### config.mk
export PLATFORM = sky130hd
export DESIGN_NAME = pli_calc
export DESIGN_NICKNAME = d
export VERILOG_FILES = /design/src/rtl/core/pli_pkg.sv /design/src/rtl/core/pli_calc.sv
export SDC_FILE = /design/constraint.sdc
export NUM_CORES = 1
export LEC_CHECK = 0
export ABC_AREA = 1
export BUFFER_PORTS_ARGS = -buffer_cell sky130_fd_sc_hd__clkbuf_2
export CAP_MARGIN = 20
export CORE_MARGIN = 2
export CORE_UTILIZATION = 55
export DETAILED_ROUTE_END_ITERATION = 7
export GPL_ROUTABILITY_DRIVEN = 0
export PLACE_DENSITY = 0.78
export SYNTH_ARGS = -nofsm -noshare
export SYNTH_HDL_FRONTEND = slang
export SYNTH_SLANG_ARGS = --single-unit
### constraint.sdc
create_clock -name clk -period 9.72 [get_ports clk]
set_clock_uncertainty 0.05 [all_clocks]
set_input_delay 0.486 -clock clk [delete_from_list [all_inputs] [get_ports clk]]
set_output_delay 0.486 -clock clk [all_outputs]
set_load 0.02 [all_outputs]
### src/rtl/core/pli_pkg.sv
// shared types and constants for the piecewise linear interpolator
// no dependencies
package pli_pkg;

  typedef enum logic [1:0] {
    MODE_CLEAR  = 2'd0,
    MODE_APPEND = 2'd1,
    MODE_QUERY  = 2'd2,
    MODE_NONE   = 2'd3
  } mode_t;

  localparam int unsigned DATA_W = 32;
  localparam int unsigned USER_W = 2;
  localparam int unsigned IN_W   = 64;
  localparam int unsigned OUT_W  = 40;

  // segment request from the scanner to the arithmetic unit
  typedef struct packed {
    logic signed [DATA_W-1:0] xl;
    logic signed [DATA_W-1:0] xr;
    logic signed [DATA_W-1:0] yl;
    logic signed [DATA_W-1:0] yr;
    logic signed [DATA_W-1:0] x;
  } seg_t;

endpackage

### src/rtl/core/pli_calc.sv
// segment arithmetic: dy*(x-xl) by shift-add, then restoring division by dx
// depends on pli_pkg
module pli_calc (
  input  logic                        clk,
  input  logic                        rst_n,
  input  logic                        start,
  input  pli_pkg::seg_t               seg,
  output logic                        done,
  output logic signed [31:0]          y_out
);
  import pli_pkg::*;

  typedef enum logic [1:0] {C_IDLE, C_MUL, C_DIV, C_DONE} cstate_t;

  cstate_t             state_r;
  logic [6:0]          cnt_r;
  logic [32:0]         mag_r;     // |dy|
  logic [32:0]         dxq_r;     // x - xl, multiplier bits
  logic [65:0]         prod_r;    // shift-add accumulator, later dividend
  logic [32:0]         dx_r;
  logic [33:0]         rem_r;
  logic [32:0]         quo_r;
  logic                neg_r;
  logic signed [31:0]  yl_r;

  logic signed [32:0]  dy_w, dx_w, dxq_w;
  logic [33:0]         rem_sh;
  logic [33:0]         rem_sub;
  logic signed [33:0]  sum_w;

  assign dy_w   = 33'(seg.yr) - 33'(seg.yl);
  assign dx_w   = 33'(seg.xr) - 33'(seg.xl);
  assign dxq_w  = 33'(seg.x)  - 33'(seg.xl);
  assign rem_sh = {rem_r[32:0], prod_r[65]};
  assign rem_sub = rem_sh - {1'b0, dx_r};
  assign sum_w  = neg_r ? (34'(yl_r) - 34'(quo_r)) : (34'(yl_r) + 34'(quo_r));

  // sequencer: 33 multiply steps then 66 divide steps
  always_ff @(posedge clk) begin
    if (!rst_n) begin
      state_r <= C_IDLE;
      done    <= 1'b0;
    end else begin
      done <= (state_r == C_DONE);
      unique case (state_r)
        C_IDLE: if (start) begin
          mag_r  <= dy_w[32] ? 33'(-dy_w) : 33'(dy_w);
          dxq_r  <= 33'(dxq_w);
          dx_r   <= 33'(dx_w);
          neg_r  <= dy_w[32];
          yl_r   <= seg.yl;
          prod_r <= '0;
          cnt_r  <= '0;
          if (dx_w == '0) begin
            y_out   <= seg.yl;
            state_r <= C_DONE;
          end else begin
            state_r <= C_MUL;
          end
        end
        C_MUL: begin
          prod_r <= dxq_r[32] ? ((prod_r << 1) + 66'(mag_r)) : (prod_r << 1);
          dxq_r  <= dxq_r << 1;
          if (cnt_r == 7'd32) begin
            cnt_r   <= '0;
            rem_r   <= '0;
            quo_r   <= '0;
            state_r <= C_DIV;
          end else begin
            cnt_r <= cnt_r + 7'd1;
          end
        end
        C_DIV: begin
          prod_r <= prod_r << 1;
          if (!rem_sub[33]) begin
            rem_r <= rem_sub;
            quo_r <= {quo_r[31:0], 1'b1};
          end else begin
            rem_r <= rem_sh;
            quo_r <= {quo_r[31:0], 1'b0};
          end
          if (cnt_r == 7'd65) begin
            cnt_r   <= '0;
            state_r <= C_DONE;
          end else begin
            cnt_r <= cnt_r + 7'd1;
          end
        end
        C_DONE: begin
          y_out   <= (dx_r == '0) ? yl_r : sum_w[31:0];
          state_r <= C_IDLE;
        end
        default: state_r <= C_IDLE;
      endcase
    end
  end
endmodule

**Yosys cells after proc, flatten, opt, wreduce, memory -nomap -nowiden**

Cells that the tools add are included.

- Reduce and logical (&&, ||, !) cells: 13
- Add/subtract/negate cells: 9
- Equality and inequality tests: 9
- Mux-type cells: 26

Operators with widths:

| cell | count |
|---|---|
| one-hot mux 66 bit (3 select lines) | 1 |
| two-way mux 32 bit | 6 |
| two-way mux 66 bit | 2 |
| one-hot mux 33 bit (2 select lines) | 2 |
| one-hot mux 32 bit (2 select lines) | 2 |
| two-way mux 33 bit | 3 |
| subtractor 32 x 32 -> 33 bit | 3 |
| adder 66 x 33 -> 66 bit | 1 |
| logical NOT 33 bit | 2 |
| subtractor 34 x 33 -> 34 bit | 1 |
| negation 33 bit | 1 |
| adder 32 bit | 1 |
| subtractor 32 bit | 1 |
| two-way mux 7 bit | 3 |
| one-hot mux 7 bit (3 select lines) | 1 |
| AND reduction 3 bit | 5 |
| two-way mux 2 bit | 4 |
| inequality test 2 bit, second input constant | 4 |
| one-hot mux 2 bit (4 select lines) | 1 |
| adder 7 x 1 -> 7 bit, second input constant | 1 |
| == test 7 x 6 -> 1 bit, second input constant | 1 |
| == test 7 bit, second input constant | 1 |
| nonzero test 2 bit | 3 |
| == test 2 bit, second input constant | 2 |
| 5 further kinds | 5 |

- Flip-flop bits (word level): 305

**Longest topological paths before layout**

Gate-level depths: netlist of the first run.

- Depth after elaboration: 5
- Mapped depth: 24
- Mapped depth without buffers: 24

**Least setup slack after synthesis of the first run**

Ideal clock, no wire load.

- Path type: reg-to-reg
- Start point: register state_r[0]
- End point: register dx_r[0], enable pin
- Cell stages (with the launch flop): 5
- Setup slack: 1,597 ps
- Required time: 8,993 ps
- Period minus slack after synthesis: 8,123 ps
- Arrival time: 7,396 ps
- Buffers on the path: 0
- Setup time: 677 ps
- Cell sequence: dfxtp_1 inv_1 ha_1 inv_1 nor3_1

- Cells in the longest elaborated chain, start to end: 2

RTL lines:

| what | RTL line | text |
|---|---|---|
| start, declared | pli_calc.sv:15 | `cstate_t state_r;` |
| start signal, assigned | pli_calc.sv:41 | `state_r <= C_IDLE;` |
| start signal, assigned | pli_calc.sv:56 | `state_r <= C_DONE;` |
| start signal, assigned | pli_calc.sv:58 | `state_r <= C_MUL;` |
| logical NOT 2 bit | pli_calc.sv:45 | `unique case (state_r)` |
| AND reduction 3 bit (no source line) | n/a |  |
| end signal, assigned | pli_calc.sv:49 | `dx_r <= 33'(dx_w);` |
| end, declared | pli_calc.sv:20 | `logic [32:0] dx_r;` |

Every way passes these cells.
A chain may end at the register's enable or synchronous reset.

**Worst setup path in the final report of the first run**

- Start point: register quo_r[0]
- End point: register y_out[28], data pin

- Cells in the longest elaborated chain, start to end: 4

RTL lines:

| what | RTL line | text |
|---|---|---|
| start, declared | pli_calc.sv:22 | `logic [32:0] quo_r;` |
| start signal, assigned | pli_calc.sv:77 | `quo_r <= {quo_r[31:0], 1'b1};` |
| start signal, assigned | pli_calc.sv:80 | `quo_r <= {quo_r[31:0], 1'b0};` |
| adder 32 bit / subtractor 32 bit (equally long branches) | pli_calc.sv:36 | `assign sum_w = neg_r ? (34'(yl_r) - 34'(quo_r)) : (34'(yl_r) + 34'(quo_r));` |
| two-way mux 32 bit (*) | pli_calc.sv:36 |  |
| two-way mux 32 bit (*) | pli_calc.sv:90 | `y_out <= (dx_r == '0) ? yl_r : sum_w[31:0];` |
| one-hot mux 32 bit (2 select lines) (*) | pli_calc.sv:45 |  |
| end signal, assigned | pli_calc.sv:55 | `y_out <= seg.yl;` |
| end signal, assigned | pli_calc.sv:90 |  |
| end, declared | pli_calc.sv:9 | `output logic signed [31:0] y_out` |

Every way passes the cells marked *; elsewhere a longest branch is shown, timed or not.

==> results of run 1 <==
cell usage in the layout, fill, tap and decap left out, drive strengths merged, types with 20 or more instances in the layout:
cell type     n
nand2      1158
inv         636
nor2        423
a21oi       330
edfxtp      302
o21ai       265
clkbuf      245
nand3       218
ha          201
xor2         67
nor3         67
nand4        63
xnor2        61
or2          30
o21bai       28
o211ai       28
nor4         23
a31oi        20
logic make-up (layout without fill, tap and decap cells):
logic type | count (synthesis) | in the layout | synth area share
buffers and inverters | 705 | 918 | 0.0965
DFF | 305 | 305 | 0.327
and+or+nand+nor | 2000 | 2000 | 0.297
xor gates and xnor gates | 128 | 128 | 0.0411
adders and majority gates | 207 | 207 | 0.0944
AOI/OAI and AO/OA | 733 | 733 | 0.144
routing by layer:
metal | up-vias | share of wire | track usage
li1 | 13846 | - | -
met4 | 0 | 0.029 | 0.0948
met5 | - | 0 | 0
met1 | 12758 | 0.44 | 0.442
met2 | 1387 | 0.43 | 0.484
met3 | 186 | 0.096 | 0.0474
sequential cells by signal (all words and copies together) (netlist names):
name and count:
cnt_r 7, done 1, dx_r 33, dxq_r 33, mag_r 33, neg_r 1, prod_r 66, quo_r 32
rem_r 33, state_r 2, y_out 32, yl_r 32
final timing paths:
| kind | to | slack, ns | depth (start not counted) |
|---|---|---|---|
| max | y_out[28] | 5.35 | 19 |
| min | yl_r[23] | 0.06 | 1 |
| max reg2reg | y_out[28] | 5.35 | 19 |
| min reg2reg | dxq_r[12] | 0.47 | 2 |
per-stage QoR:
stage / instances / utilization
floorplan: 4078 / -
CTS: 4961 / 0.615
global placement: 4891 / 0.590
finish: 4963 / 0.616
global route: 4963 / 0.616
detailed placement: 4891 / 0.590
final cells by class:
| class | instances | share of cell area |
|---|---|---|
| clock buffers | 50 | 0.0353 |
| clock inverters | 20 | 0.00526 |
| inverters | 637 | 0.0774 |
| multi-input cells | 3068 | 0.523 |
| flip-flops and latches | 305 | 0.295 |
| well taps | 672 | 0.0272 |
| repair buffers | 211 | 0.0365 |
power breakdown:
group	leakage (nW)	switching, mW	internal [mW]	total (mW)
clock	0.604	0.585	0.845	1.43
sequential	2.86	0.179	1.87	2.05
combinational	10.9	2.22	1.00	3.23
==> impl_metrics.tcl, run 1 <==
set metrics [dict create \
    design_area_mm2 0.0309 \
    hp-class "in2reg" \
    min_from "seg[87]" \
    synthMostInstantiatedCell "nand2_1" \
    ys_warn_count 0 \
    seqCellArea_mm2 0.00913 \
    die_y_um 229 \
    crit_required_ns 9.97 \
    worst_slack_ns 5.35 \
    cp_cell_sequence "nor3_1 > nand2_1 > nor3_1 > nand2_1 > nor3_1 > nand2_1 > o21ai_0 > o21ai_0 > xnor2_1 > ha_1 > a21o_1 > a21boi_0 > o221ai_1 > a21oi_1 > nand2_1 > nand2_1 > nand3_1 > o211ai_1 > o21ai_0" \
    synthArstFlopShare 0 \
    grt_pass1_wl_mm 132 \
    viasPerCell 5.68 \
    antennaDiodeCount 0 \
    dieArea_mm2 0.0526 \
    antenna_found_initial 0 \
    cts_buffer_depth 3 \
    grt_pass1_vias 25823 \
    synth_area_mm2 0.0279 \
    drv_slew 0 \
    holdWs_ns 0.0593 \
    start_util 0.556 \
    setup_viol 0 \
    worstSetupPathType "reg2reg" \
    tns_ns 0 \
    hold_viol 0 \
    fp.dieW_um 229 \
    drt_iter0_drc 2869 \
    globalRouteTotalUtil 0.310 \
    syn_nets 4448 \
    finalWirelength_mm 82.6 \
    grt-ovfl-total 0 \
    leakagePower_nw 14.4 \
    status "finished clean" \
    num_rows 82 \
    ys_ff_latch 305 \
    vias 28177 \
    htree_levels 2 \
    nets 4632 \
    synth_cells 4078 \
    slowest_delay_ns 0.45 \
    postCtsSetupBuffers 0 \
    core_area_mm2 0.0502 \
    fmax_mhz 229 \
    reg2reg_from "quo_r[0]" \
    dr.pass1.iters 8 \
    total_power_mw 6.71 \
    path_buf_inv 0 \
    synth_top_area_cell "edfxtp_1" \
    ys_seq_area_frac 0.327 \
    period_needed_ns 4.37 \
    synth_cell_types 57 \
    vdd_drop_max_uv 173 \
    crit_path_top_delay_cell "edfxtp_1" \
    pre_cts_ws_ns 5.48 \
    fill_cells 4596 \
    multiInputGateArea_mm2 0.0162 \
    powerDensity_mw_per_mm2 217 \
    cp_max_fo 6 \
    wire_per_inst_um 16.6 \
    clk_latency_ns 0.57 \
    ctsRootBufferMaster "clkbuf_16" \
    rsz0062_at_grt "false" \
    grt_max_degree 74 \
    ant_nets 0 \
    cts_buffers 39 \
    synth_top_flop_cell "edfxtp_1" \
    drive_gt1_frac 0.0811 \
    dp_hpwl_mm 64.9 \
    pin_count 196 \
    cp.arrival_ns 4.62 \
    cts_sinks 305 \
    placed_cell_area_mm2 0.0296 \
    fin_crit_sh 0.450 \
    synth.area.top_cells "edfxtp_1 (32%), nand2_1 (15%), ha_1 (9.0%)" \
    crit_top_cell "nand2_1" \
    postCtsHoldBufs 0 \
    syn_area_per_cell_um2 6.85 \
    drv_cap 0 \
    cp-start-kind "flop" \
    synthDominantCellAreaShare 0.325 \
    yosys-top-cells-count "nand2_1 (1150), inv_1 (627), nor2_1 (410)" \
    cts_tree "done" \
    cp-end-kind "flop" \
    port_buffers 195 \
    area_growth_pct 10.7 \
    drcViolationCount 0 \
    cts.reportedPaths.clkPinSlew_ns 0.06 \
    critPathLaunch "quo_r[0]" \
    cts_resized 0 \
    maxSlewHeadroom 0.286 \
    synth_edf_count 302 \
    worst_pin_slew_ns 1.07 \
    cp_top_family "simple AND/OR/NAND/NOR gates" \
]
No activity file was read; power rests on OpenSTA's default activity.
==> inputs of run 2 (changes only) <==
- PLACE_DENSITY: 0.78 -> 0.81
- clock period: 9.72 -> 3.7 ns (I/O delays scaled with it)
==> run 2 against run 1 <==
  * The run now ends with negative setup slack left
  * Largest cell class unchanged
  * Sequential power increased to 2.6 times the previous value
  * Non-clock buffer count increased by 106
  * Die area unchanged
  * Wire length increased by 3.8%
==> impl_metrics.tcl, run 2 (synthesis results as in run 1) <==
set metrics [dict create \
    status "complete, but fails checks" \
    failed_checks "negative setup slack" \
    cp-end-kind "flop" \
    hold_depth 3 \
    top_register "prod_r" \
    hold_viol 0 \
    slowest_delay_ns 0.42 \
    min_from "seg[128]" \
    final_cells 5070 \
    gr-usage-met2 0.504 \
    core_area_mm2 0.0502 \
    vdd_drop_max_uv 358 \
    powerDensity_mw_per_mm2 577 \
    crit_top_cell "nand2_1" \
    fill_cells 4343 \
    cp_max_fo 6 \
    drv_cap 0 \
    crit_required_ns 3.95 \
    cts_buffers 38 \
    tns_ns -1.28 \
    port_buffers 195 \
    crit_path_top_delay_cell "edfxtp_1" \
    dp_cells 4955 \
    globalRouteTotalUtil 0.316 \
    rsz0062_at_grt "true" \
    swShare 0.443 \
    final_common_cell "nand2_1" \
    pwr-share-seq 0.289 \
    dp_hpwl_mm 65.3 \
    drv_slew 0 \
    hp-class "in2reg" \
    cts_tree "done" \
    wire_per_inst_um 16.9 \
    busiest_layer "met2" \
    htree_levels 2 \
    drt_iter0_drc 3272 \
    worst_pin_slew_ns 1.11 \
    clk_latency_ns 0.58 \
    fmax_mhz 252 \
    holdPathEnd "dxq_r[0]" \
    reg2regPathDepth 19 \
    finalWirelength_mm 85.7 \
    pin_count 196 \
    ctsRootBufferMaster "clkbuf_16" \
    setup_viol 9 \
    dieArea_mm2 0.0526 \
    final_cell_mix "nand2_1 (1134), inv_1 (617), nor2_1 (391)" \
    cts_sinks 305 \
    start_util 0.556 \
    p_clk_frac 0.214 \
    antenna_found_initial 1 \
    r2r_slack_ns -0.27 \
    grt_pass1_wl_mm 136 \
    intPower_mw 10.4 \
    drcViolationCount 0 \
    grt-ovfl-total 0 \
    total_power_mw 18.6 \
    nets 4737 \
    area_growth_pct 15.9 \
    largest_register_ffs 66 \
    globalRouteMet1Util 0.431 \
    cp.arrival_ns 4.22 \
    maxSlewHeadroom 0.257 \
    ant_nets 0 \
    num_rows 82 \
    viasPerCell 5.70 \
    leakagePower_nw 15.0 \
    reg2reg_from "quo_r[2]" \
    met3_usage 0.0513 \
    die_y_um 229 \
    worst_slack_ns -0.266 \
    share_comb_of_total_power 0.498 \
    cp-start-kind "flop" \
    dr.pass1.iters 6 \
    drive_gt1_frac 0.121 \
    fp.dieW_um 229 \
    holdWs_ns 0.0862 \
    final_core_util 0.645 \
    vias 28875 \
    fin_crit_sh 1.07 \
    r2r-end "y_out[30]" \
    cp_cell_sequence "nor3_2 > nand2_1 > nor3_2 > buf_4 > buf_4 > nand2_1 > nand2_1 > o21ai_0 > xor2_1 > inv_1 > ha_1 > a21oi_1 > o21ai_0 > a21oi_1 > nand2_1 > a31oi_2 > nand3_1 > a21oi_1 > o22ai_1" \
    grt_max_degree 105 \
    grt_pass1_vias 26637 \
    cts_buffer_depth 3 \
    switchingPower_mw 8.27 \
    cts.reportedPaths.clkPinSlew_ns 0.07 \
    period_needed_ns 3.97 \
    worstSetupPathType "reg2reg" \
]
-- run 2: power groups by stage --
| stage | Clock [mW] | Sequential, mW | Combinational [mW] |
|---|---|---|---|
| final | 3.98 | 5.38 | 9.28 |
| after global routing | 4.14 | 5.45 | 10.3 |
| after CTS | 4.02 | 5.36 | 8.65 |
| after detailed placement | 0 | 5.41 | 8.52 |
| after global placement | 0 | 5.40 | 8.32 |
| after floorplan | 0 | 5.30 | 6.16 |
-- run 2: cell type report --
cell class              instances  area (um^2)  area share
inverters                     637         2390      0.0739
flip-flops and latches        305         9130       0.282
clock inverters                26          329      0.0102
repair buffers                317         2010      0.0622
multi-input cells            3068        16600       0.515
well taps                     672          841      0.0260
diodes                          1         2.50   0.0000774
clock buffers                  44          995      0.0308
-- run 2: worst max-delay path by stage --
stage | startpoint | slack [ns] | cells past startpoint | end
floorplan | state_r[0] | 0.08 | 4 | dx_r[0]
global placement | quo_r[0] | -0.11 | 22 | y_out[24]
detailed placement | quo_r[0] | -0.28 | 20 | y_out[31]
CTS | quo_r[1] | -0.02 | 24 | y_out[29]
global route | quo_r[2] | -0.46 | 21 | y_out[31]
finish | quo_r[2] | -0.27 | 19 | y_out[30]
-- run 2: per-layer routing --
metal / part of all wire / vias up
li1: - / 14058
met1: 0.42 / 12940
met2: 0.44 / 1592
met3: 0.096 / 285
met4: 0.041 / 0
met5: 0 / -
-- run 2: worst max-delay path, delay by kind of cell (launching register included) --
family	cells	cell delay, ns
XOR/XNOR	1	0.17
flip-flops	1	0.42
AND/OR/NAND/NOR	7	1.04
AO/OA/AOI/OAI	7	1.29
adder cells (fa/ha/maj)	1	0.37
buffers and inverters	3	0.32
-- run 2: what timing repair did --
action                                  4_1_cts  5_1_grt
resized for setup                            20      126
pin swaps                                     2       51
hold endpoints to repair                     59        0
setup buffers                                 2       10
endpoints found under the setup margin       15       20
hold buffers                                 33        0
-- run 2: metrics by stage --
step	instance area (um^2)	setup WS [ns]
after floorplan	27900	0.0841
after global placement	30100	-0.113
after detailed placement	30100	-0.281
after CTS	31800	-0.0242
after global routing	32300	-0.463
final	32300	-0.266
